$ cat src/rmc_pkg.sv
// Shared types and constants for the range membership curve block.
package rmc_pkg;

  localparam int unsigned VAL_W     = 32;
  localparam int unsigned DIST_W    = 33;
  localparam int unsigned REM_W     = 35;
  localparam int unsigned QUO_W     = 32;
  localparam int unsigned ACC_W     = 34;
  localparam int unsigned MEM_W     = 16;
  localparam int unsigned SHAPE_W   = 2;
  localparam int unsigned CFG_IDX_W = 3;
  localparam int unsigned N_TERMS   = 12;

  // end-to-end delay from an accepted request to its result strobe
  localparam int unsigned LATENCY = 72;

  // ln 2 in Q0.32
  localparam logic [31:0] LN2_Q32 = 32'd2977044472;

  // floor(2^32 / k) for the Taylor term divides
  localparam logic [31:0] RECIP [2:12] = '{
    32'd2147483648, 32'd1431655765, 32'd1073741824, 32'd858993459,
    32'd715827882,  32'd613566756,  32'd536870912,  32'd477218588,
    32'd429496729,  32'd390451572,  32'd357913941
  };

  localparam logic signed [31:0] LOW_CROSS_RST  = -32'sd65536000;
  localparam logic signed [31:0] HIGH_CROSS_RST = 32'sd65536000;

  typedef enum logic [CFG_IDX_W-1:0] {
    REG_LOW_CROSS   = 3'd0,
    REG_LOW_CORE    = 3'd1,
    REG_HIGH_CORE   = 3'd2,
    REG_HIGH_CROSS  = 3'd3,
    REG_CURVE_SHAPE = 3'd4
  } cfg_reg_t;

  typedef enum logic [SHAPE_W-1:0] {
    SHAPE_BELL = 2'd0,
    SHAPE_S    = 2'd1,
    SHAPE_Z    = 2'd2
  } shape_t;

  // per-request side band: valid, result already known, and which value
  typedef struct packed {
    logic valid;
    logic fix;
    logic full;
  } rmc_tag_t;

endpackage

$ cat src/rmc_front.sv
// Side selection, distance and width, and the special-case flags.
module rmc_front import rmc_pkg::*; (
  input  logic                     clk,
  input  logic                     rst,
  input  logic                     take,
  input  logic signed [VAL_W-1:0]  env_value,
  input  logic                     is_nodata,
  input  logic signed [VAL_W-1:0]  low_cross,
  input  logic signed [VAL_W-1:0]  low_core,
  input  logic signed [VAL_W-1:0]  high_core,
  input  logic signed [VAL_W-1:0]  high_cross,
  input  logic [SHAPE_W-1:0]       curve_shape,
  output logic [DIST_W-1:0]        dist_mag,
  output logic [DIST_W-1:0]        width,
  output rmc_tag_t                 tag
);

  logic              in_core, use_low;
  logic signed [DIST_W-1:0] dv_next, dw_next;
  logic signed [DIST_W-1:0] s1_dv, s1_dw;
  rmc_tag_t          s1_tag, s2_tag;
  logic [DIST_W-1:0] s2_d, s2_w;
  rmc_tag_t          tag_next;

  // pick the side of the curve and whether the sample sits in the core
  always_comb begin
    case (curve_shape)
      SHAPE_S: begin
        in_core = env_value > low_core;
        use_low = 1'b1;
      end
      SHAPE_Z: begin
        in_core = env_value < high_core;
        use_low = 1'b0;
      end
      default: begin
        in_core = (env_value > low_core) && (env_value < high_core);
        use_low = env_value <= low_core;
      end
    endcase
    if (use_low) begin
      dv_next = {env_value[VAL_W-1], env_value} - {low_core[VAL_W-1], low_core};
      dw_next = {low_core[VAL_W-1], low_core} - {low_cross[VAL_W-1], low_cross};
    end else begin
      dv_next = {env_value[VAL_W-1], env_value} - {high_core[VAL_W-1], high_core};
      dw_next = {high_cross[VAL_W-1], high_cross} - {high_core[VAL_W-1], high_core};
    end
  end

  // stage 1: signed differences
  always_ff @(posedge clk) begin
    s1_dv <= dv_next;
    s1_dw <= dw_next;
    if (rst) begin
      s1_tag <= '0;
    end else begin
      s1_tag.valid <= take;
      s1_tag.fix   <= is_nodata | in_core;
      s1_tag.full  <= ~is_nodata & in_core;
    end
  end

  // stage 2: magnitudes
  always_ff @(posedge clk) begin
    s2_d <= s1_dv[DIST_W-1] ? DIST_W'(-s1_dv) : DIST_W'(s1_dv);
    s2_w <= s1_dw[DIST_W-1] ? DIST_W'(-s1_dw) : DIST_W'(s1_dw);
    if (rst) begin
      s2_tag <= '0;
    end else begin
      s2_tag <= s1_tag;
    end
  end

  // zero distance, zero width, ratio of four or more
  always_comb begin
    tag_next = s2_tag;
    if (!s2_tag.fix) begin
      if (s2_d == '0) begin
        tag_next.fix  = 1'b1;
        tag_next.full = 1'b1;
      end else if ((s2_w == '0) || ({2'b00, s2_d} >= {s2_w, 2'b00})) begin
        tag_next.fix  = 1'b1;
        tag_next.full = 1'b0;
      end
    end
  end

  // stage 3
  always_ff @(posedge clk) begin
    dist_mag <= s2_d;
    width    <= s2_w;
    if (rst) begin
      tag <= '0;
    end else begin
      tag <= tag_next;
    end
  end

endmodule

$ cat config.mk
export PLATFORM = sky130hd
export DESIGN_NAME = rmc_front
export DESIGN_NICKNAME = d
export VERILOG_FILES = /design/src/rmc_pkg.sv /design/src/rmc_front.sv
export SDC_FILE = /design/constraint.sdc
export NUM_CORES = 1
export LEC_CHECK = 0
export BUFFER_PORTS_ARGS = -buffer_cell sky130_fd_sc_hd__buf_2
export CAP_MARGIN = 30
export CORE_UTILIZATION = 62
export DETAILED_ROUTE_END_ITERATION = 7
export PLACE_DENSITY = 0.85
export SKIP_LAST_GASP = 1
export SLEW_MARGIN = 20
export SYNTH_ARGS = -nofsm -noshare
export SYNTH_HDL_FRONTEND = slang
export SYNTH_SLANG_ARGS = --single-unit
$ cat constraint.sdc
create_clock -name clk -period 5.54 [get_ports clk]
set_input_delay 1.108 -clock clk [delete_from_list [all_inputs] [get_ports clk]]
set_output_delay 1.108 -clock clk [all_outputs]
set_load 0.01 [all_outputs]
Word level (Yosys, flattened, before mapping)
Index checks and enable logic that the tools add are counted.
- register bits: 207
- input port bits: 166
- logic and storage cells: 45
- output and inout port bits: 69
- equality and inequality tests: 2
- reductions and logical operators: 4
- order comparisons: 4
- bitwise logic cells: 3
- mux-type cells: 9
- add/subtract/negate cells: 6
- operators with widths (kind ; number):
    32-bit by 32-bit subtractor with 33-bit output ; 4
    33-bit logical NOT ; 2
    33-bit two-way mux ; 2
    33-bit negator ; 2
    32-bit two-way mux ; 2
    33-bit by 35-bit >= comparator with 1-bit output ; 1
    32-bit > comparator ; 1
    32-bit <= comparator ; 1
    32-bit < comparator ; 1
    2-bit two-way mux ; 3
    1-bit one-hot mux with 2 select lines ; 2
    2-bit by 1-bit == test with 1-bit output (second input constant) ; 1
    2-bit == test (second input constant) ; 1
    1-bit bitwise AND ; 1
    1-bit logical AND ; 1
    1-bit logical OR ; 1
    1-bit NOT ; 1
    1-bit bitwise OR ; 1

Longest topological paths before layout
- depth after elaboration: 5
- gate-level depth with buffers: 14
- gate-level depth less buffers: 12

Least setup slack after synthesis
Ideal clock, no wire load.
- kind: input to register
- start: input port env_value[0]
- end: register s1_dv[32]
- required time: 5403 ps
- data arrival time: 3543 ps
- buffers on the path: 0
- library setup time: 137 ps
- cell stages on the path: 12
- setup slack: 1860 ps
- path through: inv_1 > ha_1 > fa_1 > nor2b_1 > o31a_1 > nor2b_1 > o32a_1 > o311ai_1 > o21ai_0 > and2_1 > o221ai_1 > a32oi_1
- longest elaborated chain between the ends: 3
- elaborated cells between the ends (all ways): 5
- classes of those cells: add/sub (2); order compare (1); mux (2)
- ends and longest elaborated chain (what ; line ; source):
    from (decl) ; rmc_front.sv:6 ; input logic signed [VAL_W-1:0] env_value,
    32-bit <= comparator ; rmc_front.sv:38 ; use_low = env_value <= low_core;
    1-bit one-hot mux with 2 select lines ; rmc_front.sv:27 ; case (curve_shape)
    33-bit two-way mux * ; rmc_front.sv:41 ; if (use_low) begin
    named net dv_next[32] ; rmc_front.sv:19 ; logic signed [DIST_W-1:0] dv_next, dw_next;
    to (signal assigned) ; rmc_front.sv:52 ; s1_dv <= dv_next;
    to (decl) ; rmc_front.sv:20 ; logic signed [DIST_W-1:0] s1_dv, s1_dw;
Mark *: on every way through the listed nets, which the timed path passes. The rest lies on a longest branch.
A chain may end at the register's enable or synchronous reset.

Worst setup path in the final report
- start: input port low_core[11]
- end: register s1_dw[6]
- longest elaborated chain between the ends: 3
- ends and longest elaborated chain (what ; line ; source):
    from (decl) ; rmc_front.sv:9 ; input logic signed [VAL_W-1:0] low_core,
    32-bit <= comparator ; rmc_front.sv:38 ;
    1-bit one-hot mux with 2 select lines ; rmc_front.sv:27 ;
    33-bit two-way mux ; rmc_front.sv:41 ;
    named net dw_next[6] ; rmc_front.sv:19 ;
    to (signal assigned) ; rmc_front.sv:53 ; s1_dw <= dw_next;
    to (decl) ; rmc_front.sv:20 ;
The timed path passes the listed nets, and every way through them passes these cells.

==> flow_summary.ini <==
[run_status]
outcome = complete, no violations

[worst_setup_path]
startpoint_type = input port
required_ns = 5.87
critPathKind = input port to register
cp_data_arrival_time_ns = 4.79
critPathCaptureType = register
crit_fanout = 26

[pwr]
combPwrFrac = 0.379
p_seq_frac = 0.399
switchingPower_mw = 2.59
total_power_mw = 6.66
switching_share = 0.389
clkPwrFrac = 0.223
ir_worst_vdd_v = 0.000324
leakagePower_nw = 7.90
pwr_density_cell_nw_per_um2 = 407
p_int_mw = 4.07

[placed_design]
hpwl_um = 36200
port_buffers = 234
postPlaceCellArea_um2 = 15600
dpl_worst_slack_ns = 0.410
place.gp.congestion = 1.09

[logic_synthesis]
syn_inst = 1679
synth_ff_type = dfxtp_1
synth.top_cell.area_share = 0.293
ys_types = 78
syn_nets = 2012
synth_edf_count = 0
avgSynthCellArea_um2 = 8.42
synthArstFlopShare = 0
yosys_warnings = 0
ys_seq_area_frac = 0.293
ys_seq_elements = 207
syn_area_um2 = 14100
synth.area.top_cells = dfxtp_1 (29%), ha_1 (14%), xnor2_1 (6.5%)
synth_largest_area_cell = dfxtp_1
netlist_top_cells_count = dfxtp_1 (207), inv_1 (174), ha_1 (163)
synth_most_common_cell = dfxtp_1

[cells_and_area]
n_antenna_cell = 0
syn2layout_area_growth_pct = 15.7
fin_area_um2 = 16400
final_nets = 2250
drive_above_1_share = 0.166

[routing]
vias_per_cell = 6.26
firstDrtPassIters = 6
drc = 0
drtAntennaViolNets = 0
drtIter0Drc = 1152
post_drt_wl_per_cell_um = 20.4
routed_wl_um = 45100
vias = 13854

[worst_hold_path]
hp-class = register to register

[grt]
grt_use_met3 = 0.0425
antenna_found_initial = 0
grt_max_degree = 34
grt_usage = 0.378
grt_pass1_wl_um = 70100
gr-total-overflow = 0
grt_util_met2 = 0.618
gr-max-usage-layer = met2
grt_pass1_vias = 13164
grt_use_met1 = 0.522

[sta]
maxSlewHeadroom = 0.454
fin_skew_ns = 0.00987
drv_slew = 0
final.setup.tns_ns = 0
finalCritPeriodShare = 0.806
fin_ws_ns = 1.08
fin_crit_ns = 4.46
clock.fmax_ghz = 0.224
hold_viol_final = 0
rsz0062_at_grt = false
finalSetupViolCount = 0
worst_pin_slew_ns = 0.819

[clock_tree]
cts_hold_buffers = 0
cts_resized = 0
cts_root_buffer = clkbuf_16
clk_pin_slew_worst_paths_ns = 0.06
cts_setup_buffers = 0
cts_max_level = 1
cts_tree = done
clk_latency_ns = 0.50
cts-buffers-inserted = 22
clock_sinks = 207
clk_path_buf_depth = 3

[die]
start_util = 0.640
die_h_um = 153
core_area_um2 = 22100
io_pins = 235
core.rowCount = 54
die_w_um = 153
dieArea_um2 = 23400

[flow_run]
cap_violations = 0
-- final cells by class --
cell class                 instances  area [µm²]
multi-input combinational       1271        9220
fill                            1633        5740
sequential                       207        4150
timing repair buffer             241        1250
inverter                         174         653
clock buffer                      27         611
tap                              280         350
clock inverter                    13         124
-- through the flow --
| step | util | hold slack [ns] | instances |
|---|---|---|---|
| 6_report | 0.740 | 0.349 | 2213 |
| 5_1_grt | 0.740 | 0.353 | 2213 |
| 3_3_place_gp | 0.705 | 0.334 | 2171 |
| 3_5_place_dp | 0.707 | 0.340 | 2172 |
| 2_1_floorplan | - | 0.331 | 1679 |
| 4_1_cts | 0.740 | 0.352 | 2212 |
-- per-layer routing --
| layer | wire [µm] | share of wire |
|---|---|---|
| met2 | 20100 | 0.45 |
| met1 | 19500 | 0.43 |
| met4 | 1290 | 0.029 |
| met3 | 4260 | 0.094 |
| met5 | 0 | 0 |
-- critical path, stage by stage --
cell and delay (ns):
buf_2 0.12, inv_1 0.05, ha_1 0.36, a21oi_1 0.23, a21oi_1 0.10, nor4_1 0.46, a311o_1 0.32, a21oi_2 0.11
o21ai_4 0.33, nand2_2 0.35, buf_4 0.36, buf_4 0.27, o31ai_1 0.58
-- state kept, by name (all words and copies together) (netlist names) --
register / cells
dist_mag: 33
s1_dv: 33
s1_dw: 33
s2_d: 33
s2_w: 33
width: 33
s1_tag: 3
s2_tag: 3
tag: 3
-- power groups by stage --
stage	registers, mW	logic (mW)	clock network [mW]
CTS	2.62	2.48	1.49
global route	2.69	2.74	1.55
floorplan	2.58	1.50	0
global placement	2.61	2.29	0
detailed placement	2.64	2.40	0
finish	2.65	2.52	1.48
-- cells by family (layout without fill, tap and decap cells) --
family,after synthesis,count (layout),synth area share
AO/OA/AOI/OAI,493,493,0.229
XOR/XNOR,150,150,0.0930
adder cells (fa/ha/maj),167,167,0.150
buffers and inverters,201,455,0.0547
flip-flops,207,207,0.293
multiplexers,19,19,0.0137
AND/OR/NAND/NOR,442,442,0.166
-- layout by cell type, fill, tap and decap left out, drive strengths merged, types with 6 or more instances in the layout --
cell / instances
buf: 240
and3: 20
o31ai: 31
or4: 12
ha: 163
dfxtp: 207
nor4: 22
clkbuf: 28
and2: 9
o21ai: 108
inv: 178
nand2: 110
o211ai: 9
mux2i: 16
a211oi: 15
nand3: 40
o41ai: 13
o21a: 23
a21oi: 123
nor2b: 28
nand4: 19
or2: 11
xnor2: 105
o31a: 11
a21boi: 10
nand2b: 24
a31oi: 20
nor3: 25
nor2: 87
a31o: 6
a21o: 58
or3: 15
o21bai: 22
xor2: 45
-- worst paths after layout --
kind / depth (start not counted) / slack (ns) / end / startpoint
max: 13 / 1.08 / s1_dw[6] / low_core[11]
min: 0 / 0.35 / dist_mag[0] / s2_d[0]
max reg2reg: 11 / 2.63 / tag[1] / s2_w[2]
min reg2reg: 0 / 0.35 / dist_mag[0] / s2_d[0]
Note: power is estimated with default switching activity, not from simulation.
