===== src/rmc_pkg.sv =====
// Shared types and constants for the range membership curve block.
package rmc_pkg;

  localparam int unsigned VAL_W     = 32;
  localparam int unsigned DIST_W    = 33;
  localparam int unsigned REM_W     = 35;
  localparam int unsigned QUO_W     = 32;
  localparam int unsigned ACC_W     = 34;
  localparam int unsigned MEM_W     = 16;
  localparam int unsigned SHAPE_W   = 2;
  localparam int unsigned CFG_IDX_W = 3;
  localparam int unsigned N_TERMS   = 12;

  // end-to-end delay from an accepted request to its result strobe
  localparam int unsigned LATENCY = 72;

  // ln 2 in Q0.32
  localparam logic [31:0] LN2_Q32 = 32'd2977044472;

  // floor(2^32 / k) for the Taylor term divides
  localparam logic [31:0] RECIP [2:12] = '{
    32'd2147483648, 32'd1431655765, 32'd1073741824, 32'd858993459,
    32'd715827882,  32'd613566756,  32'd536870912,  32'd477218588,
    32'd429496729,  32'd390451572,  32'd357913941
  };

  localparam logic signed [31:0] LOW_CROSS_RST  = -32'sd65536000;
  localparam logic signed [31:0] HIGH_CROSS_RST = 32'sd65536000;

  typedef enum logic [CFG_IDX_W-1:0] {
    REG_LOW_CROSS   = 3'd0,
    REG_LOW_CORE    = 3'd1,
    REG_HIGH_CORE   = 3'd2,
    REG_HIGH_CROSS  = 3'd3,
    REG_CURVE_SHAPE = 3'd4
  } cfg_reg_t;

  typedef enum logic [SHAPE_W-1:0] {
    SHAPE_BELL = 2'd0,
    SHAPE_S    = 2'd1,
    SHAPE_Z    = 2'd2
  } shape_t;

  // per-request side band: valid, result already known, and which value
  typedef struct packed {
    logic valid;
    logic fix;
    logic full;
  } rmc_tag_t;

endpackage


===== src/rmc_div.sv =====
// Pipelined restoring divider: q = floor(d * 2^30 / w), one quotient bit per stage.
module rmc_div import rmc_pkg::*; (
  input  logic              clk,
  input  logic              rst,
  input  logic [DIST_W-1:0] dist_mag,
  input  logic [DIST_W-1:0] width,
  input  rmc_tag_t          tag_in,
  output logic [QUO_W-1:0]  quo,
  output rmc_tag_t          tag_out
);

  logic [REM_W-1:0]  r_s [1:QUO_W];
  logic [DIST_W-1:0] w_s [1:QUO_W];
  logic [QUO_W-1:0]  q_s [1:QUO_W];
  rmc_tag_t          t_s [1:QUO_W];

  for (genvar j = 0; j < QUO_W; j++) begin : g_stage
    logic [REM_W-1:0]  r_prev, r_in, cmp;
    logic [DIST_W-1:0] w_prev;
    logic [QUO_W-1:0]  q_prev;
    rmc_tag_t          t_prev;
    logic [REM_W:0]    diff;
    logic              ge;

    if (j == 0) begin : g_first
      assign r_prev = {2'b00, dist_mag};
      assign w_prev = width;
      assign q_prev = '0;
      assign t_prev = tag_in;
    end else begin : g_next
      assign r_prev = r_s[j];
      assign w_prev = w_s[j];
      assign q_prev = q_s[j];
      assign t_prev = t_s[j];
    end

    // first two bits compare against 2w and w, the rest shift then compare
    if (j == 0) begin : g_b31
      assign r_in = r_prev;
      assign cmp  = {1'b0, w_prev, 1'b0};
    end else if (j == 1) begin : g_b30
      assign r_in = r_prev;
      assign cmp  = {2'b00, w_prev};
    end else begin : g_bn
      assign r_in = {r_prev[REM_W-2:0], 1'b0};
      assign cmp  = {2'b00, w_prev};
    end

    assign diff = {1'b0, r_in} - {1'b0, cmp};
    assign ge   = ~diff[REM_W];

    always_ff @(posedge clk) begin
      r_s[j+1] <= ge ? diff[REM_W-1:0] : r_in;
      q_s[j+1] <= {q_prev[QUO_W-2:0], ge};
      w_s[j+1] <= w_prev;
      if (rst) begin
        t_s[j+1] <= '0;
      end else begin
        t_s[j+1] <= t_prev;
      end
    end
  end

  assign quo     = q_s[QUO_W];
  assign tag_out = t_s[QUO_W];

endmodule


===== config.mk =====
export PLATFORM = sky130hd
export DESIGN_NAME = rmc_div
export DESIGN_NICKNAME = d
export VERILOG_FILES = /design/src/rmc_pkg.sv /design/src/rmc_div.sv
export SDC_FILE = /design/constraint.sdc
export NUM_CORES = 2
export LEC_CHECK = 0
export BUFFER_PORTS_ARGS = -buffer_cell sky130_fd_sc_hd__buf_2
export CORE_MARGIN = 2
export CORE_UTILIZATION = 44
export CTS_CLUSTER_SIZE = 14
export DETAILED_ROUTE_END_ITERATION = 12
export GPL_ROUTABILITY_DRIVEN = 0
export PLACE_DENSITY = 0.62
export SYNTH_ARGS = -nofsm -noshare
export SYNTH_HDL_FRONTEND = slang
export SYNTH_SLANG_ARGS = --single-unit

===== constraint.sdc =====
create_clock -name clk -period 7.4 [get_ports clk]
set_input_delay 1.11 -clock clk [delete_from_list [all_inputs] [get_ports clk]]
set_output_delay 1.11 -clock clk [all_outputs]
set_load 0.03 [all_outputs]

; ---- After elaboration in Yosys (flattened, before gate mapping)
; Memory sizes are Yosys's and may differ from the RTL's.
; Cells that the tools add are included.
[classes]
add_sub_neg = 32
bitwise_logic = 64
n_mux = 67
[op_table]
columns = op, count
row1 = 2-to-1 mux 35 bit, 32
row2 = subtractor 35 x 33 -> 36 bit, 31
row3 = 2-to-1 mux 3 bit, 32
row4 = subtractor 33 x 34 -> 35 bit, 1
row5 = NOT 1 bit, 32
row6 = OR 1 bit, 32
row7 = 2-to-1 mux 1 bit, 3
[word_totals]
ram_bits = 3296
elab_cells = 167
out_inout_bits = 35
n_memories = 4
reg_bits = 0
input_bits = 71
[mem_list]
columns = name, words, word_bits, rd, rd_clocked_by_memory_dff, write_ports, line
row1 = r_s, 32, 35, 31, 0, 32, rmc_div.sv:12  ; logic [REM_W-1:0] r_s [1:QUO_W];
row2 = w_s, 32, 33, 31, 0, 32, rmc_div.sv:13  ; logic [DIST_W-1:0] w_s [1:QUO_W];
row3 = q_s, 32, 32, 32, 0, 32, rmc_div.sv:14  ; logic [QUO_W-1:0] q_s [1:QUO_W];
row4 = t_s, 32, 3, 32, 0, 32, rmc_div.sv:15  ; rmc_tag_t t_s [1:QUO_W];

; ---- Depth between registers and ports, before layout
[logic_depth]
ltp_word = 3
ltp_mapped = 16
mapped_depth_nobuf = 15

; ---- Least setup slack after synthesis
; Ideal clock, no wire load.
[synth_timing]
path_kind = input to register
start = input port width[12]
end = register r_s[0][36] (netlist name)
path_slack_ns = 3.540
path_buffers = 2
cell_stages = 14
setup_ns = 0.128
arrival_time_ns = 3.731
required_time_ns = 7.272
cell_sequence = inv_1 -> ha_1 -> a21oi_1 -> o21ai_0 -> a221o_1 -> a31oi_1 -> o21ai_0 -> a211o_1 -> o31a_1 -> a211oi_1 -> or2_2 -> clkbuf_1 -> buf_1 -> o21ai_0
[synth_lines]
columns = element, line
row1 = from (decl), rmc_div.sv:6  ; input logic [DIST_W-1:0] width,

==> flow_summary.json <==
{
  "status": "finished clean",
  "crit_family": "compound AO/OA/AOI/OAI gates",
  "timing.rr.end": "r_s[0][841]",
  "io_pins": 106,
  "multi_input_area_um2": 59370,
  "syn-num-nets": 13890,
  "finalSetupTns_ns": 0,
  "dieWidth_um": 524.8,
  "grt_pass1_vias": 83990,
  "setup_viol": 0,
  "vias": 85230,
  "yosysWarnings": 0,
  "drv_cap": 0,
  "synth-simple-area-share_pct": 10.81,
  "r2r.worst_path.cells": 13,
  "synth-seq-cells": 2701,
  "cts_buffers": 298,
  "ff2ff_setup_slack_ns": 2.39,
  "cts_root_buf": "clkbuf_16",
  "grt_first_pass_wirelength_mm": 411.1,
  "register_area_um2": 54070,
  "areaGrowthSynthToFinish_pct": 12.27,
  "utilization_pct": 49.57,
  "min_from": "q_s[0][979]",
  "vias_per_cell": 5.094,
  "grt_max_degree": 97,
  "ant_nets": 0,
  "clockBufferDepth": 4,
  "cp-start-kind": "flop",
  "critical_path_buf_inv_count": 2,
  "ir_drop_v": 0.0002025,
  "path_cells": "inv_1, ha_1, o21ai_0, a21oi_1, nor3_1, o211ai_1, o311ai_1, a31oi_1, a21oi_1, o21ai_0, a2111oi_2, buf_4, mux2_2",
  "die_y_um": 524.8,
  "synth_area_leaders": "dfxtp_1 (45%), ha_1 (11%), a21oi_1 (4.5%), inv_1 (4.1%), xnor2_1 (3.8%)",
  "yosysTopAreaCell": "dfxtp_1",
  "synth_top_family_by_area": "compound AO/OA/AOI/OAI gates",
  "critPathKind": "reg -> reg",
  "clockPowerShare_pct": 22.4,
  "cpMaxStageDelayCell": "o311ai_1",
  "drv_slew": 0,
  "insertion_delay_ns": 0.89,
  "p_comb_share_pct": 45.6,
  "antenna_found_initial": 4,
  "p_int_w": 0.04253,
  "max_stage_delay_ns": 0.68,
  "ys_seq_area_share_pct": 45.31,
  "switching_share_pct": 37.51,
  "nNetsFinal": 14050,
  "rows": 191,
  "h-tree-depth": 5,
  "p_sw_w": 0.02553,
  "wl_per_cell_um": 14.98,
  "synthArstFlopShare_pct": 0,
  "core_um2": 270300,
  "wirelength_mm": 250.6,
  "crit_arrival_ns": 5.75,
  "fin_skew_ns": 0.04381,
  "fin_crit_ns": 5.005,
  "hold_path_class": "reg -> reg",
  "hold_viol_final": 0,
  "dr.pass1.iters": 6,
  "end_kind": "flop",
  "path_max_fanout": 65,
  "post-place-ws_ns": 2.370,
  "rsz0062_at_grt": "false",
  "powerDensity_nw_per_um2": 508.0,
  "synth_fa_ha_area_share_pct": 11.27,
  "dp_hpwl_mm": 194.1,
  "hold_ws_ns": 0.3006,
  "synth_edf_count": 0,
  "p_leak_nw": 62.00,
  "min_period_over_period_pct": 67.64,
  "cp.required_ns": 8.15,
  "fillers": 25160,
  "hold_path_depth": 0,
  "slew_headroom_pct": 19.82,
  "cts_tree": "built",
  "grt_util_all_layers_pct": 17.71,
  "holdPathEnd": "q_s[0][1012]",
  "postCtsResizedCells": 0,
  "post_cts_buffers": 0,
  "worst_pin_slew_ns": 1.188,
  "clk_pin_slew_worst_paths_ns": 0.06,
  "synth_top_area_share_pct": 45.31,
  "start_util_pct": 44.15,
  "avgSynthCellArea_um2": 9.349,
  "clock-sinks": 2701,
  "synth_compound_area_share_pct": 17.82,
  "die_area_um2": 275400,
  "fmax_mhz": 199.8,
  "yosys.area_share.xor_xnor_pct": 6.356,
  "synth.distinct_cells": 83,
  "synth_mux_area_share_pct": 3.381,
  "synthFlopType": "dfxtp_1",
  "first_iter_violations": 3894,
  "synthCells": 12770,
  "cts_hold_buf": 0,
  "drive_above_1_share_pct": 8.221,
  "rr_startpoint": "w_s[0][761]",
  "netlist_area_um2": 119300,
  "io_buffers": 105,
  "fin_ws_ns": 2.395,
  "grt_overflow": 0,
  "seqPwrFrac_pct": 32.0,
  "drt_drc_violations_left": 0
}
[cell families (layout without fill, tap and decap cells)]
| family | count (synthesis) | after routing |
|---|---|---|
| and+or+nand+nor | 2739 | 2739 |
| muxes | 360 | 360 |
| other | 0 | 2 |
| AOI/OAI and AO/OA | 3447 | 3447 |
| xor gates and xnor gates | 866 | 866 |
| DFF | 2701 | 2701 |
| buffers and inverters | 1596 | 1992 |
| adders and majority gates | 1056 | 1056 |
[cell usage in the layout (no fill, tap or decap), types with 29 or more instances in the layout]
master,synthesis,routed
ha_1,1025,1025
xor2_1,347,347
a31o_2,29,29
a211o_1,32,32
and4_1,41,41
o21a_1,131,130
dfxtp_1,2701,2701
nand3_1,162,161
or2_2,33,33
nand2_1,927,926
a2111oi_0,32,30
mux2_2,345,345
clkbuf_16,0,306
and2_1,56,56
nor2b_1,233,233
fa_1,31,31
o211ai_1,41,41
clkbuf_1,231,41
a21oi_1,1069,1069
nor3_1,140,139
xnor2_1,519,519
clkinv_2,0,54
nand2b_1,164,164
o21ai_0,890,890
nor2_1,695,694
inv_1,1308,1308
a21boi_0,31,31
nand4_1,99,99
and3_1,90,90
buf_4,0,37
a21o_1,551,551
o31ai_1,77,77
or3_1,33,33
o21bai_1,153,153
a31oi_1,97,95
bufinv_16,0,30
clkbuf_8,0,56
a211oi_1,84,83
buf_2,30,105
[worst max path at each step]
stage | slack (ns) | end | startpoint | cells past startpoint
2_1_floorplan | 3.54 | r_s[0][36] | width[12] | 14
3_3_place_gp | 2.42 | r_s[0][841] | w_s[0][761] | 13
3_5_place_dp | 2.37 | r_s[0][841] | w_s[0][761] | 13
4_1_cts | 2.34 | r_s[0][841] | w_s[0][761] | 13
5_1_grt | 2.13 | r_s[0][841] | w_s[0][761] | 13
6_report | 2.39 | r_s[0][841] | w_s[0][761] | 13
[area by class of cell]
cell class | count | area share (%)
Sequential cell | 2701 | 40.36
Multi-Input combinational cell | 8468 | 44.31
Antenna cell | 2 | 0.003735
Timing Repair Buffer | 142 | 0.5995
Clock buffer | 403 | 6.405
Inverter | 1310 | 3.670
Clock inverter | 137 | 1.321
Tap cell | 3570 | 3.334
[Yosys cell counts (31+ instances only)]
cell,count
o21a_1,131
inv_1,1308
nand3_1,162
clkbuf_1,231
fa_1,31
or2_2,33
mux2_2,345
a31oi_1,97
and3_1,90
a21boi_0,31
nand2_1,927
o21bai_1,153
and2_1,56
a21o_1,551
dfxtp_1,2701
ha_1,1025
a211oi_1,84
nand4_1,99
a2111oi_0,32
nor2b_1,233
or3_1,33
nor2_1,695
o211ai_1,41
nand2b_1,164
a21oi_1,1069
o31ai_1,77
nor3_1,140
xor2_1,347
a211o_1,32
o21ai_0,890
xnor2_1,519
and4_1,41
[state kept, by name, indices dropped and copies added (netlist names)]
register and count:
r_s 1054, w_s 1023, q_s 528, t_s 96
[routing by layer]
metal | GRT usage, % | part of all wire [%] | wire length, µm | vias up
met5 | 0 | 0.0052 | 13 | -
met4 | 7.751 | 4.3 | 10810 | 2
met3 | 2.096 | 2.9 | 7239 | 610
met2 | 34.29 | 52 | 130300 | 1288
met1 | 19.07 | 41 | 102200 | 39080
li1 | - | - | - | 44250
[power groups by stage]
stage	sequential [W]	combinational (W)	clock [W]
after CTS	0.0218	0.0311	0.0157
after floorplan	0.0212	0.0248	0
final	0.0218	0.0310	0.0153
after global placement	0.0221	0.0306	0
after detailed placement	0.0221	0.0309	0
after global routing	0.0222	0.0349	0.0163
[per-stage QoR]
stage	cells	power, W	instance area (µm²)
2_1_floorplan	12770	0.04598	119300
3_3_place_gp	16190	0.05276	123600
3_5_place_dp	16190	0.05298	123600
4_1_cts	16730	0.06866	134000
5_1_grt	16730	0.07347	134000
6_report	16730	0.06806	134000
Note: power is estimated with default switching activity, not from simulation.
